File: config.mk
export PLATFORM = sky130hd
export DESIGN_NAME = bresenham_line_raster
export DESIGN_NICKNAME = d
export VERILOG_FILES = /design/src/rtl/blr_pkg.sv /design/src/rtl/blr_front.sv /design/src/rtl/blr_cmd_fifo.sv /design/src/rtl/blr_back.sv /design/src/rtl/bresenham_line_raster.sv
export SDC_FILE = /design/constraint.sdc
export NUM_CORES = 1
export LEC_CHECK = 0
export ABC_AREA = 1
export BUFFER_PORTS_ARGS = -buffer_cell sky130_fd_sc_hd__buf_4
export CORE_MARGIN = 10
export CORE_UTILIZATION = 48
export CTS_CLUSTER_DIAMETER = 40
export DETAILED_ROUTE_END_ITERATION = 10
export PLACE_DENSITY = 0.66
export SLEW_MARGIN = 10
export SYNTH_ARGS = -nofsm -noshare
export SYNTH_HDL_FRONTEND = slang
export SYNTH_SLANG_ARGS = --single-unit
File: constraint.sdc
create_clock -name clk -period 15.7 [get_ports clk]
set_input_delay 1.57 -clock clk [delete_from_list [all_inputs] [get_ports clk]]
set_output_delay 1.57 -clock clk [all_outputs]
set_load 0.02 [all_outputs]
File: src/rtl/blr_pkg.sv
// ----------------------------------------------------------------------------
// blr_pkg
// Shared types and constants for the Bresenham line raster block.
// ----------------------------------------------------------------------------
package blr_pkg;

  // Default coordinate width (signed)
  localparam int COORD_BITS_DEF = 12;
  // Frame size register width and colour width
  localparam int CFG_BITS   = 12;
  localparam int COLOR_BITS = 16;
  // Depth of the command queue between front and back (power of two)
  localparam int QUEUE_DEPTH = 2;

  // Frame size after reset
  localparam logic [CFG_BITS-1:0] FRAME_WIDTH_RST  = CFG_BITS'(188);
  localparam logic [CFG_BITS-1:0] FRAME_HEIGHT_RST = CFG_BITS'(120);

  // Command kinds carried on the input tuser
  typedef enum logic [0:0] {
    CMD_START = 1'b0,
    CMD_STEP  = 1'b1
  } cmd_kind_t;

  // Configuration register indexes
  typedef enum logic [0:0] {
    REG_FRAME_WIDTH  = 1'b0,
    REG_FRAME_HEIGHT = 1'b1
  } cfg_reg_t;

  // Frame clip window
  typedef struct packed {
    logic [CFG_BITS-1:0] width;
    logic [CFG_BITS-1:0] height;
  } frame_cfg_t;

endpackage

File: src/rtl/blr_front.sv
// ----------------------------------------------------------------------------
// blr_front
// Input side: takes command words, works out the line set-up terms for a
// start (deltas, step directions) and hands a decoded word to the queue.
// ----------------------------------------------------------------------------
module blr_front #(
  parameter int COORD_BITS = blr_pkg::COORD_BITS_DEF,
  parameter int IN_W       = ((4 * COORD_BITS + blr_pkg::COLOR_BITS + 7) / 8) * 8,
  parameter int ENTRY_W    = 6 * COORD_BITS + blr_pkg::COLOR_BITS + 5
) (
  input  logic               s_tvalid,
  output logic               s_tready,
  // tdata: start_x, start_y, end_x, end_y, pen_color (lowest bits first)
  input  logic [IN_W-1:0]    s_tdata,
  // tuser: command
  input  logic               s_tuser,
  input  logic               q_full,
  output logic               q_push,
  output logic [ENTRY_W-1:0] q_entry
);
  import blr_pkg::*;

  localparam int N = COORD_BITS;

  logic signed [N-1:0]      x0, y0, x1, y1;
  logic [COLOR_BITS-1:0]    color;
  logic signed [N:0]        dxs, dys;
  logic [N:0]               abs_dx;
  logic signed [N:0]        neg_abs_dy;
  logic                     step_right, step_down;
  cmd_kind_t                kind;

  // Field unpack
  assign x0    = s_tdata[N-1:0];
  assign y0    = s_tdata[2*N-1:N];
  assign x1    = s_tdata[3*N-1:2*N];
  assign y1    = s_tdata[4*N-1:3*N];
  assign color = s_tdata[4*N+COLOR_BITS-1:4*N];
  assign kind  = cmd_kind_t'(s_tuser);

  // Signed deltas, one bit wider than a coordinate
  assign dxs = {x1[N-1], x1} - {x0[N-1], x0};
  assign dys = {y1[N-1], y1} - {y0[N-1], y0};

  // Line set-up terms
  assign abs_dx     = dxs[N] ? (N+1)'(-dxs) : dxs;
  assign neg_abs_dy = dys[N] ? dys : -dys;
  assign step_right = !dxs[N] && (dxs != '0);
  assign step_down  = !dys[N] && (dys != '0);

  // Handshake: accept while the queue has room
  assign s_tready = !q_full;
  assign q_push   = s_tvalid && s_tready;
  assign q_entry  = {color, neg_abs_dy, abs_dx, step_down, step_right,
                     y1, x1, y0, x0, kind};

endmodule

File: src/rtl/blr_cmd_fifo.sv
// ----------------------------------------------------------------------------
// blr_cmd_fifo
// Short register queue between the front and the back; first-word-fall-
// through read so the back sees the head word directly.
// ----------------------------------------------------------------------------
module blr_cmd_fifo #(
  parameter int WIDTH = 8,
  parameter int DEPTH = blr_pkg::QUEUE_DEPTH
) (
  input  logic             clk,
  input  logic             rst,
  input  logic             push,
  input  logic [WIDTH-1:0] push_data,
  output logic             full,
  input  logic             pop,
  output logic             head_valid,
  output logic [WIDTH-1:0] head_data
);
  import blr_pkg::*;

  localparam int PTR_W = (DEPTH > 1) ? $clog2(DEPTH) : 1;
  localparam int CNT_W = $clog2(DEPTH + 1);

  logic [WIDTH-1:0] slot [DEPTH];
  logic [PTR_W-1:0] wr_ptr, rd_ptr;
  logic [CNT_W-1:0] count, count_next;

  // Payload storage
  always_ff @(posedge clk) begin
    if (push) begin
      slot[wr_ptr] <= push_data;
    end
  end

  // Occupancy
  always_comb begin
    count_next = count;
    if (push && !pop) begin
      count_next = count + CNT_W'(1);
    end else if (pop && !push) begin
      count_next = count - CNT_W'(1);
    end
  end

  // Pointers and count
  always_ff @(posedge clk) begin
    if (rst) begin
      wr_ptr <= '0;
      rd_ptr <= '0;
      count  <= '0;
    end else begin
      if (push) begin
        wr_ptr <= (wr_ptr == PTR_W'(DEPTH - 1)) ? '0 : wr_ptr + PTR_W'(1);
      end
      if (pop) begin
        rd_ptr <= (rd_ptr == PTR_W'(DEPTH - 1)) ? '0 : rd_ptr + PTR_W'(1);
      end
      count <= count_next;
    end
  end

  assign full       = (count == CNT_W'(DEPTH));
  assign head_valid = (count != '0);
  assign head_data  = slot[rd_ptr];

endmodule

File: src/rtl/blr_back.sv
// ----------------------------------------------------------------------------
// blr_back
// Line engine: holds the Bresenham state, carries out start and step words
// from the queue and drives the pixel output register.
// ----------------------------------------------------------------------------
module blr_back #(
  parameter int COORD_BITS = blr_pkg::COORD_BITS_DEF,
  parameter int OUT_W      = ((2 * COORD_BITS + blr_pkg::COLOR_BITS + 7) / 8) * 8,
  parameter int ENTRY_W    = 6 * COORD_BITS + blr_pkg::COLOR_BITS + 5
) (
  input  logic                clk,
  input  logic                rst,
  input  blr_pkg::frame_cfg_t frame,
  input  logic                q_valid,
  input  logic [ENTRY_W-1:0]  q_entry,
  output logic                q_pop,
  output logic                m_tvalid,
  input  logic                m_tready,
  // tdata: pixel_x, pixel_y, pixel_color (lowest bits first)
  output logic [OUT_W-1:0]    m_tdata,
  // tuser: inside_res
  output logic                m_tuser,
  output logic                m_tlast
);
  import blr_pkg::*;

  localparam int N  = COORD_BITS;
  localparam int EW = N + 3;                                  // error accumulator
  localparam int CW = ((N > CFG_BITS) ? N : CFG_BITS) + 1;    // clip compare

  // Head word fields
  cmd_kind_t             h_kind;
  logic signed [N-1:0]   h_x0, h_y0, h_x1, h_y1;
  logic                  h_right, h_down;
  logic [N:0]            h_adx;
  logic signed [N:0]     h_ndy;
  logic [COLOR_BITS-1:0] h_color;

  // Line state
  logic signed [N-1:0]   cur_x, cur_y, goal_x, goal_y;
  logic [N:0]            abs_dx;
  logic signed [N:0]     neg_abs_dy;
  logic                  step_right, step_down;
  logic signed [EW-1:0]  err_acc;
  logic [COLOR_BITS-1:0] line_color;
  logic                  active;

  // Output register
  logic signed [N-1:0]   out_x, out_y;
  logic [COLOR_BITS-1:0] out_color;
  logic                  out_inside, out_last, out_valid;

  // Working terms
  logic signed [EW:0]    e2;
  logic                  move_x, move_y;
  logic signed [EW-1:0]  err_step, err_start;
  logic signed [N-1:0]   x_step, y_step;
  logic                  is_start, out_free, emit;
  logic signed [N-1:0]   nx, ny, ngx, ngy;
  logic                  fin, in_frame;

  assign {h_color, h_ndy, h_adx, h_down, h_right, h_y1, h_x1, h_y0, h_x0, h_kind} =
    q_entry;

  // Issue control: a word leaves the queue when the output slot is free
  assign out_free = !out_valid || m_tready;
  assign q_pop    = q_valid && out_free;
  assign is_start = (h_kind == CMD_START);
  assign emit     = q_pop && (is_start || active);

  // Error update for one step
  assign e2     = {err_acc, 1'b0};
  assign move_x = e2 >= $signed({{3{neg_abs_dy[N]}}, neg_abs_dy});
  assign move_y = e2 <= $signed({3'b000, abs_dx});
  assign err_step = err_acc
                  + (move_x ? $signed({{2{neg_abs_dy[N]}}, neg_abs_dy}) : '0)
                  + (move_y ? $signed({2'b00, abs_dx}) : '0);
  assign err_start = $signed({2'b00, h_adx}) + $signed({{2{h_ndy[N]}}, h_ndy});

  // Coordinate increments
  assign x_step = move_x ? (step_right ? cur_x + N'(1) : cur_x - N'(1)) : cur_x;
  assign y_step = move_y ? (step_down  ? cur_y + N'(1) : cur_y - N'(1)) : cur_y;

  // Pixel about to be emitted
  assign nx  = is_start ? h_x0 : x_step;
  assign ny  = is_start ? h_y0 : y_step;
  assign ngx = is_start ? h_x1 : goal_x;
  assign ngy = is_start ? h_y1 : goal_y;
  assign fin = (nx == ngx) && (ny == ngy);

  // Frame clip
  assign in_frame = !nx[N-1] && !ny[N-1]
                 && (CW'(unsigned'(nx)) < CW'(frame.width))
                 && (CW'(unsigned'(ny)) < CW'(frame.height));

  // Line state update
  always_ff @(posedge clk) begin
    if (rst) begin
      cur_x      <= '0;
      cur_y      <= '0;
      goal_x     <= '0;
      goal_y     <= '0;
      abs_dx     <= '0;
      neg_abs_dy <= '0;
      step_right <= 1'b0;
      step_down  <= 1'b0;
      err_acc    <= '0;
      line_color <= '0;
      active     <= 1'b0;
    end else if (emit) begin
      cur_x  <= nx;
      cur_y  <= ny;
      active <= !fin;
      if (is_start) begin
        goal_x     <= h_x1;
        goal_y     <= h_y1;
        abs_dx     <= h_adx;
        neg_abs_dy <= h_ndy;
        step_right <= h_right;
        step_down  <= h_down;
        err_acc    <= err_start;
        line_color <= h_color;
      end else begin
        err_acc <= err_step;
      end
    end
  end

  // Output register valid
  always_ff @(posedge clk) begin
    if (rst) begin
      out_valid <= 1'b0;
    end else if (emit) begin
      out_valid <= 1'b1;
    end else if (m_tready) begin
      out_valid <= 1'b0;
    end
  end

  // Output register payload
  always_ff @(posedge clk) begin
    if (emit) begin
      out_x      <= nx;
      out_y      <= ny;
      out_color  <= is_start ? h_color : line_color;
      out_inside <= in_frame;
      out_last   <= fin;
    end
  end

  assign m_tvalid = out_valid;
  assign m_tdata  = OUT_W'({out_color, out_y, out_x});
  assign m_tuser  = out_inside;
  assign m_tlast  = out_last;

`ifndef NO_ASSERTIONS
  // A new pixel never overwrites one that is still waiting
  assert property (@(posedge clk) disable iff (rst)
    emit |-> (!out_valid || m_tready))
    else $error("blr_back: output word overwritten");

  // The end point closes the line
  assert property (@(posedge clk) disable iff (rst)
    (emit && fin) |=> (!active && out_last && out_valid))
    else $error("blr_back: line still active after end point");

  // A step with no line in progress leaves the position alone
  assert property (@(posedge clk) disable iff (rst)
    (q_pop && !is_start && !active) |=> ($stable(cur_x) && $stable(cur_y) && !active))
    else $error("blr_back: idle step moved the pen");

  // Each step moves the pen on at least one axis
  assert property (@(posedge clk) disable iff (rst)
    (emit && !is_start) |-> (move_x || move_y))
    else $error("blr_back: step without movement");
`endif

endmodule

File: src/rtl/bresenham_line_raster.sv
// ----------------------------------------------------------------------------
// bresenham_line_raster
// All-octant Bresenham line generator with a per-pixel frame clip.
// ----------------------------------------------------------------------------
//  channel   | dir | handshake           | payload
//  ----------+-----+---------------------+----------------------------------
//  s_*       | in  | s_tvalid / s_tready | tdata endpoints+colour, tuser cmd
//  m_*       | out | m_tvalid / m_tready | tdata pixel+colour, tuser inside,
//            |     |                     | tlast end point
//  cfg_*     | in  | cfg_valid/cfg_ready | cfg_index, cfg_data (frame size)
//
//  One command word per cycle sustained while m_tready stays high; a word
//  passes the queue register, then the output register, before its pixel
//  is valid on m_*.
//  Each step is up to two error adds and a one-unit move on x, y or both.
//  Reset (rst, synchronous) sets the frame to 188 x 120 and leaves no line.
//  A stalled output fills the two-word queue, after which s_tready drops.
// ----------------------------------------------------------------------------
module bresenham_line_raster #(
  parameter int COORD_BITS = blr_pkg::COORD_BITS_DEF,
  parameter int IN_W       = ((4 * COORD_BITS + blr_pkg::COLOR_BITS + 7) / 8) * 8,
  parameter int OUT_W      = ((2 * COORD_BITS + blr_pkg::COLOR_BITS + 7) / 8) * 8
) (
  input  logic                         clk,
  input  logic                         rst,
  input  logic                         s_tvalid,
  output logic                         s_tready,
  // tdata: start_x, start_y, end_x, end_y, pen_color (lowest bits first)
  input  logic [IN_W-1:0]              s_tdata,
  // tuser: command
  input  logic                         s_tuser,
  output logic                         m_tvalid,
  input  logic                         m_tready,
  // tdata: pixel_x, pixel_y, pixel_color (lowest bits first)
  output logic [OUT_W-1:0]             m_tdata,
  // tuser: inside_res
  output logic                         m_tuser,
  output logic                         m_tlast,
  input  logic                         cfg_valid,
  output logic                         cfg_ready,
  input  logic                         cfg_index,
  input  logic [blr_pkg::CFG_BITS-1:0] cfg_data
);
  import blr_pkg::*;

  localparam int ENTRY_W = 6 * COORD_BITS + COLOR_BITS + 5;

  frame_cfg_t         frame;
  logic               q_full, q_push, q_pop, q_valid;
  logic [ENTRY_W-1:0] q_in, q_head;

  // Frame size registers
  assign cfg_ready = 1'b1;

  always_ff @(posedge clk) begin
    if (rst) begin
      frame.width  <= FRAME_WIDTH_RST;
      frame.height <= FRAME_HEIGHT_RST;
    end else if (cfg_valid && cfg_ready) begin
      unique case (cfg_reg_t'(cfg_index))
        REG_FRAME_WIDTH:  frame.width  <= cfg_data;
        REG_FRAME_HEIGHT: frame.height <= cfg_data;
        default:          frame        <= frame;
      endcase
    end
  end

  blr_front #(
    .COORD_BITS (COORD_BITS),
    .IN_W       (IN_W),
    .ENTRY_W    (ENTRY_W)
  ) u_front (
    .s_tvalid (s_tvalid),
    .s_tready (s_tready),
    .s_tdata  (s_tdata),
    .s_tuser  (s_tuser),
    .q_full   (q_full),
    .q_push   (q_push),
    .q_entry  (q_in)
  );

  blr_cmd_fifo #(
    .WIDTH (ENTRY_W),
    .DEPTH (QUEUE_DEPTH)
  ) u_queue (
    .clk        (clk),
    .rst        (rst),
    .push       (q_push),
    .push_data  (q_in),
    .full       (q_full),
    .pop        (q_pop),
    .head_valid (q_valid),
    .head_data  (q_head)
  );

  blr_back #(
    .COORD_BITS (COORD_BITS),
    .OUT_W      (OUT_W),
    .ENTRY_W    (ENTRY_W)
  ) u_back (
    .clk      (clk),
    .rst      (rst),
    .frame    (frame),
    .q_valid  (q_valid),
    .q_entry  (q_head),
    .q_pop    (q_pop),
    .m_tvalid (m_tvalid),
    .m_tready (m_tready),
    .m_tdata  (m_tdata),
    .m_tuser  (m_tuser),
    .m_tlast  (m_tlast)
  );

endmodule

==> flow_metrics.tcl, run 1 <==
set metrics [dict create \
    fp.dieW_um 223 \
    cp_num_buf_inv 5 \
    synthArstFlopShare_pct 0 \
    row_count 74 \
    run_status "complete, no violations" \
    yosys.area_share.simple_pct 18.8 \
    grt_max_degree 96 \
    antenna_cells 0 \
    area_delta_synth_final_pct 16.0 \
    worst-endpoint-required_ns 16.18 \
    whs_ns 0.459 \
    synth-xor-area-share_pct 3.00 \
    finalWorstSetupSlack_ns 10.58 \
    drt-total-wl_um 52800 \
    ys_warn_count 0 \
    synth_fp_nets 2513 \
    grt_pass1_wl_um 82900 \
    vias 16000 \
    finalMaxSlewViolations 0 \
    die-area_um2 49800 \
    wire_per_inst_um 17.8 \
    drive_above_1_share_pct 11.3 \
    worst_slew_pin_slew_ns 0.962 \
    path_class "flop to flop" \
    critical_path.cell_chain "inv_1, ha_1, nand2_1, inv_1, nand3_1, nor2_1, nand3b_1, nand3_2, nand2_1, fa_1, inv_1, ha_1, fa_1, inv_1, o31ai_1, a21oi_1, o21ai_0, a21oi_1, o21bai_1, a21oi_1, o21ai_0, nand3_1, nand2_1, inv_1" \
    ys.flop_type "edfxtp_1" \
    synth_area_um2 19800 \
    cts_sinks 366 \
    core-area_um2 40800 \
    syn_avg_cell_area_um2 8.67 \
    dpl.hpwl_um 37900 \
    dieHeight_um 223 \
    layout_commonest_cell "nand2_1" \
    grt_pass1_vias 15300 \
    design.portCount 128 \
    crit_fanout 27 \
    portBuffers 126 \
    crit_family "simple AND/OR/NAND/NOR gates" \
    cts_made_buffers 52 \
    track_usage_pct 20.6 \
    postRouteAntennaNets 0 \
    holdBufCountCts 0 \
    path_clk_slew_ns 0.06 \
    syn_inst 2287 \
    relSlewSlack_pct 35.9 \
    hold_violations 0 \
    start_kind "flop" \
    drtPass1Iterations 5 \
    nNetsFinal 2621 \
    hold_class "flop to flop" \
    insertion_delay_ns 0.59 \
    fmax_ghz 0.195 \
    synth_fa_ha_area_share_pct 9.75 \
    slowest_delay_ns 0.63 \
    synth_top_family_by_area "simple AND/OR/NAND/NOR gates" \
    synthMuxAreaShare_pct 0 \
    rsz0062_at_grt "no" \
    drc_errors 0 \
    cp_slowest_cell "nand3_2" \
    cts_resized 0 \
    drt_iter0_drc 1309 \
    post-cts-setup-buffers 0 \
    design_area_um2 23000 \
    synth_edf_count 228 \
    drv_cap 0 \
    place_area_um2 21200 \
    min_period_ns 5.12 \
    clockRootBuffer "clkbuf_16" \
    gp_congestion 0.912 \
    start_util_pct 48.5 \
    vias_per_cell 5.40 \
    antenna_found_initial 1 \
    synth_compound_area_share_pct 12.7 \
    setup_viol 0 \
    critPathCaptureType "flop" \
    fin_tns_setup_ns 0 \
    final_cell_mix "nand2_1, inv_1, edfxtp_1, a21oi_1, o21ai_0" \
    nFillCells 3597 \
    cts_buffer_depth 3 \
    htree_levels 2 \
    fin_crit_sh_pct 32.6 \
    synth_cell_types 51 \
    cp_data_arrival_time_ns 5.60 \
    ys_seq_elements 366 \
    fin_skew_ns 0.0189 \
    cpMostUsedCell "inv_1" \
    grt-ovfl-total 0 \
    cts_tree "built" \
    preCtsSetupSlack_ns 10.62 \
    yosysSeqAreaShare_pct 48.5 \
]
## cell type report
class	instances	area, um^2	share of cell area, %
repair buffers	140	1050	4.57
well taps	532	666	2.89
multi-input cells	1554	8820	38.4
clock buffers	57	1350	5.88
clock inverters	41	439	1.91
flip-flops and latches	366	9610	41.8
inverters	281	1060	4.60
## routing by layer
layer / GRT usage (%) / share of wire [%] / vias up
li1: - / - / 7904
met4: 6.36 / 2.1 / 0
met2: 31.0 / 43 / 483
met3: 4.03 / 7.2 / 69
met5: 0 / 0 / -
met1: 29.3 / 47 / 7575
## final timing paths
check,slack (ns),start,cells after the start,end
hold reg to reg,0.46,frame[9],2,frame[9]
setup / recovery,10.58,u_back.abs_dx[11],24,u_back.err_acc[13]
hold / removal,0.46,frame[9],2,frame[9]
setup reg to reg,10.58,u_back.abs_dx[11],24,u_back.err_acc[13]
## tightest hold or removal path: stages, from the launching register on
cell and delay [ns]:
dfxtp_1 0.30, inv_1 0.06, a21oi_1 0.05
## cells by family after synthesis
group | after synthesis
compound gates | 452
xor+xnor | 68
fa+ha+maj | 143
flops | 366
other cells | 1
simple gates | 890
buf+inv | 367
## metrics by stage
| stage | util [%] | instances |
|---|---|---|
| floorplan | - | 2287 |
| detailed placement | 51.9 | 2873 |
| global placement | 51.9 | 2873 |
| finish | 56.3 | 2971 |
| global route | 56.3 | 2971 |
| CTS | 56.3 | 2971 |
## Yosys cell counts, drive strengths merged (3+ instances only)
library cell    n  area, um^2
o21ai         169         853
nand4          19         119
nor2          165         622
o21a            3        22.5
edfxtp        228        6850
nor3           16        80.1
buf            24         139
o31ai           3        22.5
a21oi         176         881
inv           280        1050
nand3b         14         105
xor2           47         412
a21o            6        45.0
or2            11        68.8
o21bai          8        60.1
nand3         123         653
clkbuf         62         233
o211ai         16         130
nand2         537        2040
fa             19         380
xnor2          21         184
a31oi          33         206
a211oi         27         203
ha            124        1550
dfxtp         138        2760
## sequential cells by signal, indices dropped and copies added (netlist names), 2 cells and up, named ones only
signal / flops
u_back.neg_abs_dy: 13
u_back.cur_y: 12
u_back.err_acc: 15
u_back.out_color: 16
u_back.goal_y: 12
u_back.cur_x: 12
u_back.goal_x: 12
u_back.abs_dx: 13
u_queue.slot: 186
frame: 24
u_queue.count: 2
u_back.line_color: 16
u_back.out_x: 12
u_back.out_y: 12
Power of run 1 is left out: the tool's default activity adds up to more than one toggle a clock period on the data nets, which glitch-free logic cannot reach.
==> run 2, diff against run 1 <==
--- a/config.mk
+++ b/config.mk
@@ -5,7 +5,7 @@
 export SDC_FILE = /design/constraint.sdc
 export NUM_CORES = 1
 export LEC_CHECK = 0
-export ABC_AREA = 1
+export ABC_AREA = 0
 export BUFFER_PORTS_ARGS = -buffer_cell sky130_fd_sc_hd__buf_4
 export CORE_MARGIN = 10
 export CORE_UTILIZATION = 48
==> constraint.sdc (replaced) <==
create_clock -name clk -period 5 [get_ports clk]
set_input_delay 0.5 -clock clk [delete_from_list [all_inputs] [get_ports clk]]
set_output_delay 0.5 -clock clk [all_outputs]
set_load 0.02 [all_outputs]
==> flow_metrics.tcl, run 2 <==
set metrics [dict create \
    synth_area_um2 19900 \
    post-cts-setup-buffers 0 \
    vias_per_cell 5.57 \
    antenna_found_initial 0 \
    ys_seq_elements 366 \
    reg_top3 "u_queue.slot (186), frame (24)" \
    grt-ovfl-total 0 \
    synth_top_cell_area_share_pct 34.5 \
    htree_levels 2 \
    cp_num_buf_inv 2 \
    grt_pass1_vias 14900 \
    row_count 74 \
    yosysSeqAreaShare_pct 48.4 \
    dpl.hpwl_um 39000 \
    run_status "complete, no violations" \
    vias 14900 \
    largest_register "u_queue.slot" \
    insertion_delay_ns 0.60 \
    synthArstFlopShare_pct 0 \
    design.portCount 128 \
    path_class "flop to flop" \
    largest_register_ffs 186 \
    ys_top_cells_by_area "edfxtp_1, dfxtp_1, ha_1, nand2_1, a21oi_1" \
    area_delta_synth_final_pct 18.2 \
    syn_avg_cell_area_um2 10.1 \
    min_period_ns 4.77 \
    cts_sinks 366 \
    cts_tree "built" \
    yosysTopAreaCell "edfxtp_1" \
    hold_class "input port to flop" \
    drt-total-wl_um 53500 \
    setup_viol 0 \
    drv_cap 0 \
    synth_most_common_cell "edfxtp_1" \
    clockRootBuffer "clkbuf_16" \
    fin_skew_ns 0.0207 \
    fp.dieW_um 223 \
    track_usage_pct 21.1 \
    hold_violations 0 \
    nNetsFinal 2327 \
    drt_iter0_drc 1301 \
    drc_errors 0 \
    crit_fanout 7 \
    cts_buffer_depth 3 \
    antenna_cells 0 \
    synth_edf_count 228 \
    relSlewSlack_pct 24.6 \
    core-area_um2 40800 \
    portBuffers 126 \
    die-area_um2 49900 \
    layout_commonest_cell "edfxtp_1" \
    slowest_delay_ns 0.41 \
    start_kind "flop" \
    dieHeight_um 223 \
    design_area_um2 23500 \
    cp_data_arrival_time_ns 5.27 \
    postRouteAntennaNets 0 \
    cp_slowest_cell "fa_1" \
    grt_max_degree 101 \
    gp_congestion 0.939 \
    critPathCaptureType "flop" \
    worst_slew_pin_slew_ns 1.13 \
    drtPass1Iterations 5 \
    wire_per_inst_um 19.9 \
    synth_cell_types 75 \
    critical_path.cell_chain "inv_1, ha_1, nand3_1, nor4_4, a211oi_2, or2_1, buf_4, and3_1, fa_1, ha_1, fa_1, a21o_1, a21oi_2, o21bai_1, a21oi_2, o21bai_1, a211oi_2, o21bai_1, xor2_1, a21oi_1, a211oi_2" \
    ys_warn_count 0 \
    fin_crit_sh_pct 95.4 \
    ys_top_cells_by_count "edfxtp_1, nand2_1, nor2_1" \
    drive_above_1_share_pct 14.8 \
    syn_inst 1967 \
    start_util_pct 48.6 \
    ys.flop_type "edfxtp_1" \
    crit_family "compound AO/OA/AOI/OAI gates" \
    fmax_ghz 0.210 \
    place_area_um2 21400 \
    grt_pass1_wl_um 83600 \
    synth_fp_nets 2193 \
    finalMaxSlewViolations 0 \
    worst-endpoint-required_ns 5.50 \
    final_cell_mix "edfxtp_1, nand2_1, nor2_1, a21oi_1, buf_4" \
    cts_made_buffers 56 \
    path_clk_slew_ns 0.06 \
    rsz0062_at_grt "yes" \
]
-- run 2: cell families after synthesis --
kind of cell,synth area share [%]
fa+ha+maj,9.73
flops,48.4
xor+xnor,4.98
buf+inv,4.73
mux,5.98
compound gates,13.6
other cells,0.0189
simple gates,12.5
-- run 2: what timing repair did --
| action | CTS | global route |
|---|---|---|
| hold buffers | 0 | 0 |
| setup endpoints to repair | 1 | 7 |
| gates resized for setup | 1 | 14 |
| pin swaps | 0 | 1 |
-- run 2: area by class of cell --
type,count,area (um^2)
fill,3505,17400
sequential,366,9610
multi-input combinational,1362,9430
clock buffer,65,1470
timing repair buffer,159,1220
tap,532,666
inverter,156,587
clock inverter,41,492
-- run 2: worst paths after layout --
path,from,end,slack [ns],cells after the start
hold / removal,s_tuser,u_queue.slot[1][0],0.09,1
hold reg to reg,u_back.line_color[12],u_back.line_color[12],0.45,2
setup reg to reg,u_back.neg_abs_dy[12],u_back.err_acc[11],0.23,21
setup / recovery,u_back.neg_abs_dy[12],u_back.err_acc[11],0.23,21
-- run 2: through the flow --
step           setup WS [ns]  utilization (%)  std cells  TNS (ns)  hold slack [ns]
2_1_floorplan         0.0315                -       1967         0            0.434
3_3_place_gp           0.181             52.5       2575         0            0.442
3_5_place_dp        -0.00776             52.5       2575  -0.00776            0.448
4_1_cts               0.0562             57.3       2681         0           0.0585
5_1_grt              -0.0435             57.5       2681   -0.0435           0.0709
6_report               0.232             57.5       2681         0           0.0879
-- run 2: per-layer routing --
layer  part of all wire (%)  track usage (%)  routed length (um)  up-vias
met4                    3.1             7.98                1640        0
met1                     46             29.6               24600     7102
met2                     44             32.1               23600      464
met5                      0                0                   0        -
li1                       -                -                   -     7279
met3                    6.7             3.23                3580       83
Power of run 2 is left out for the same reason.
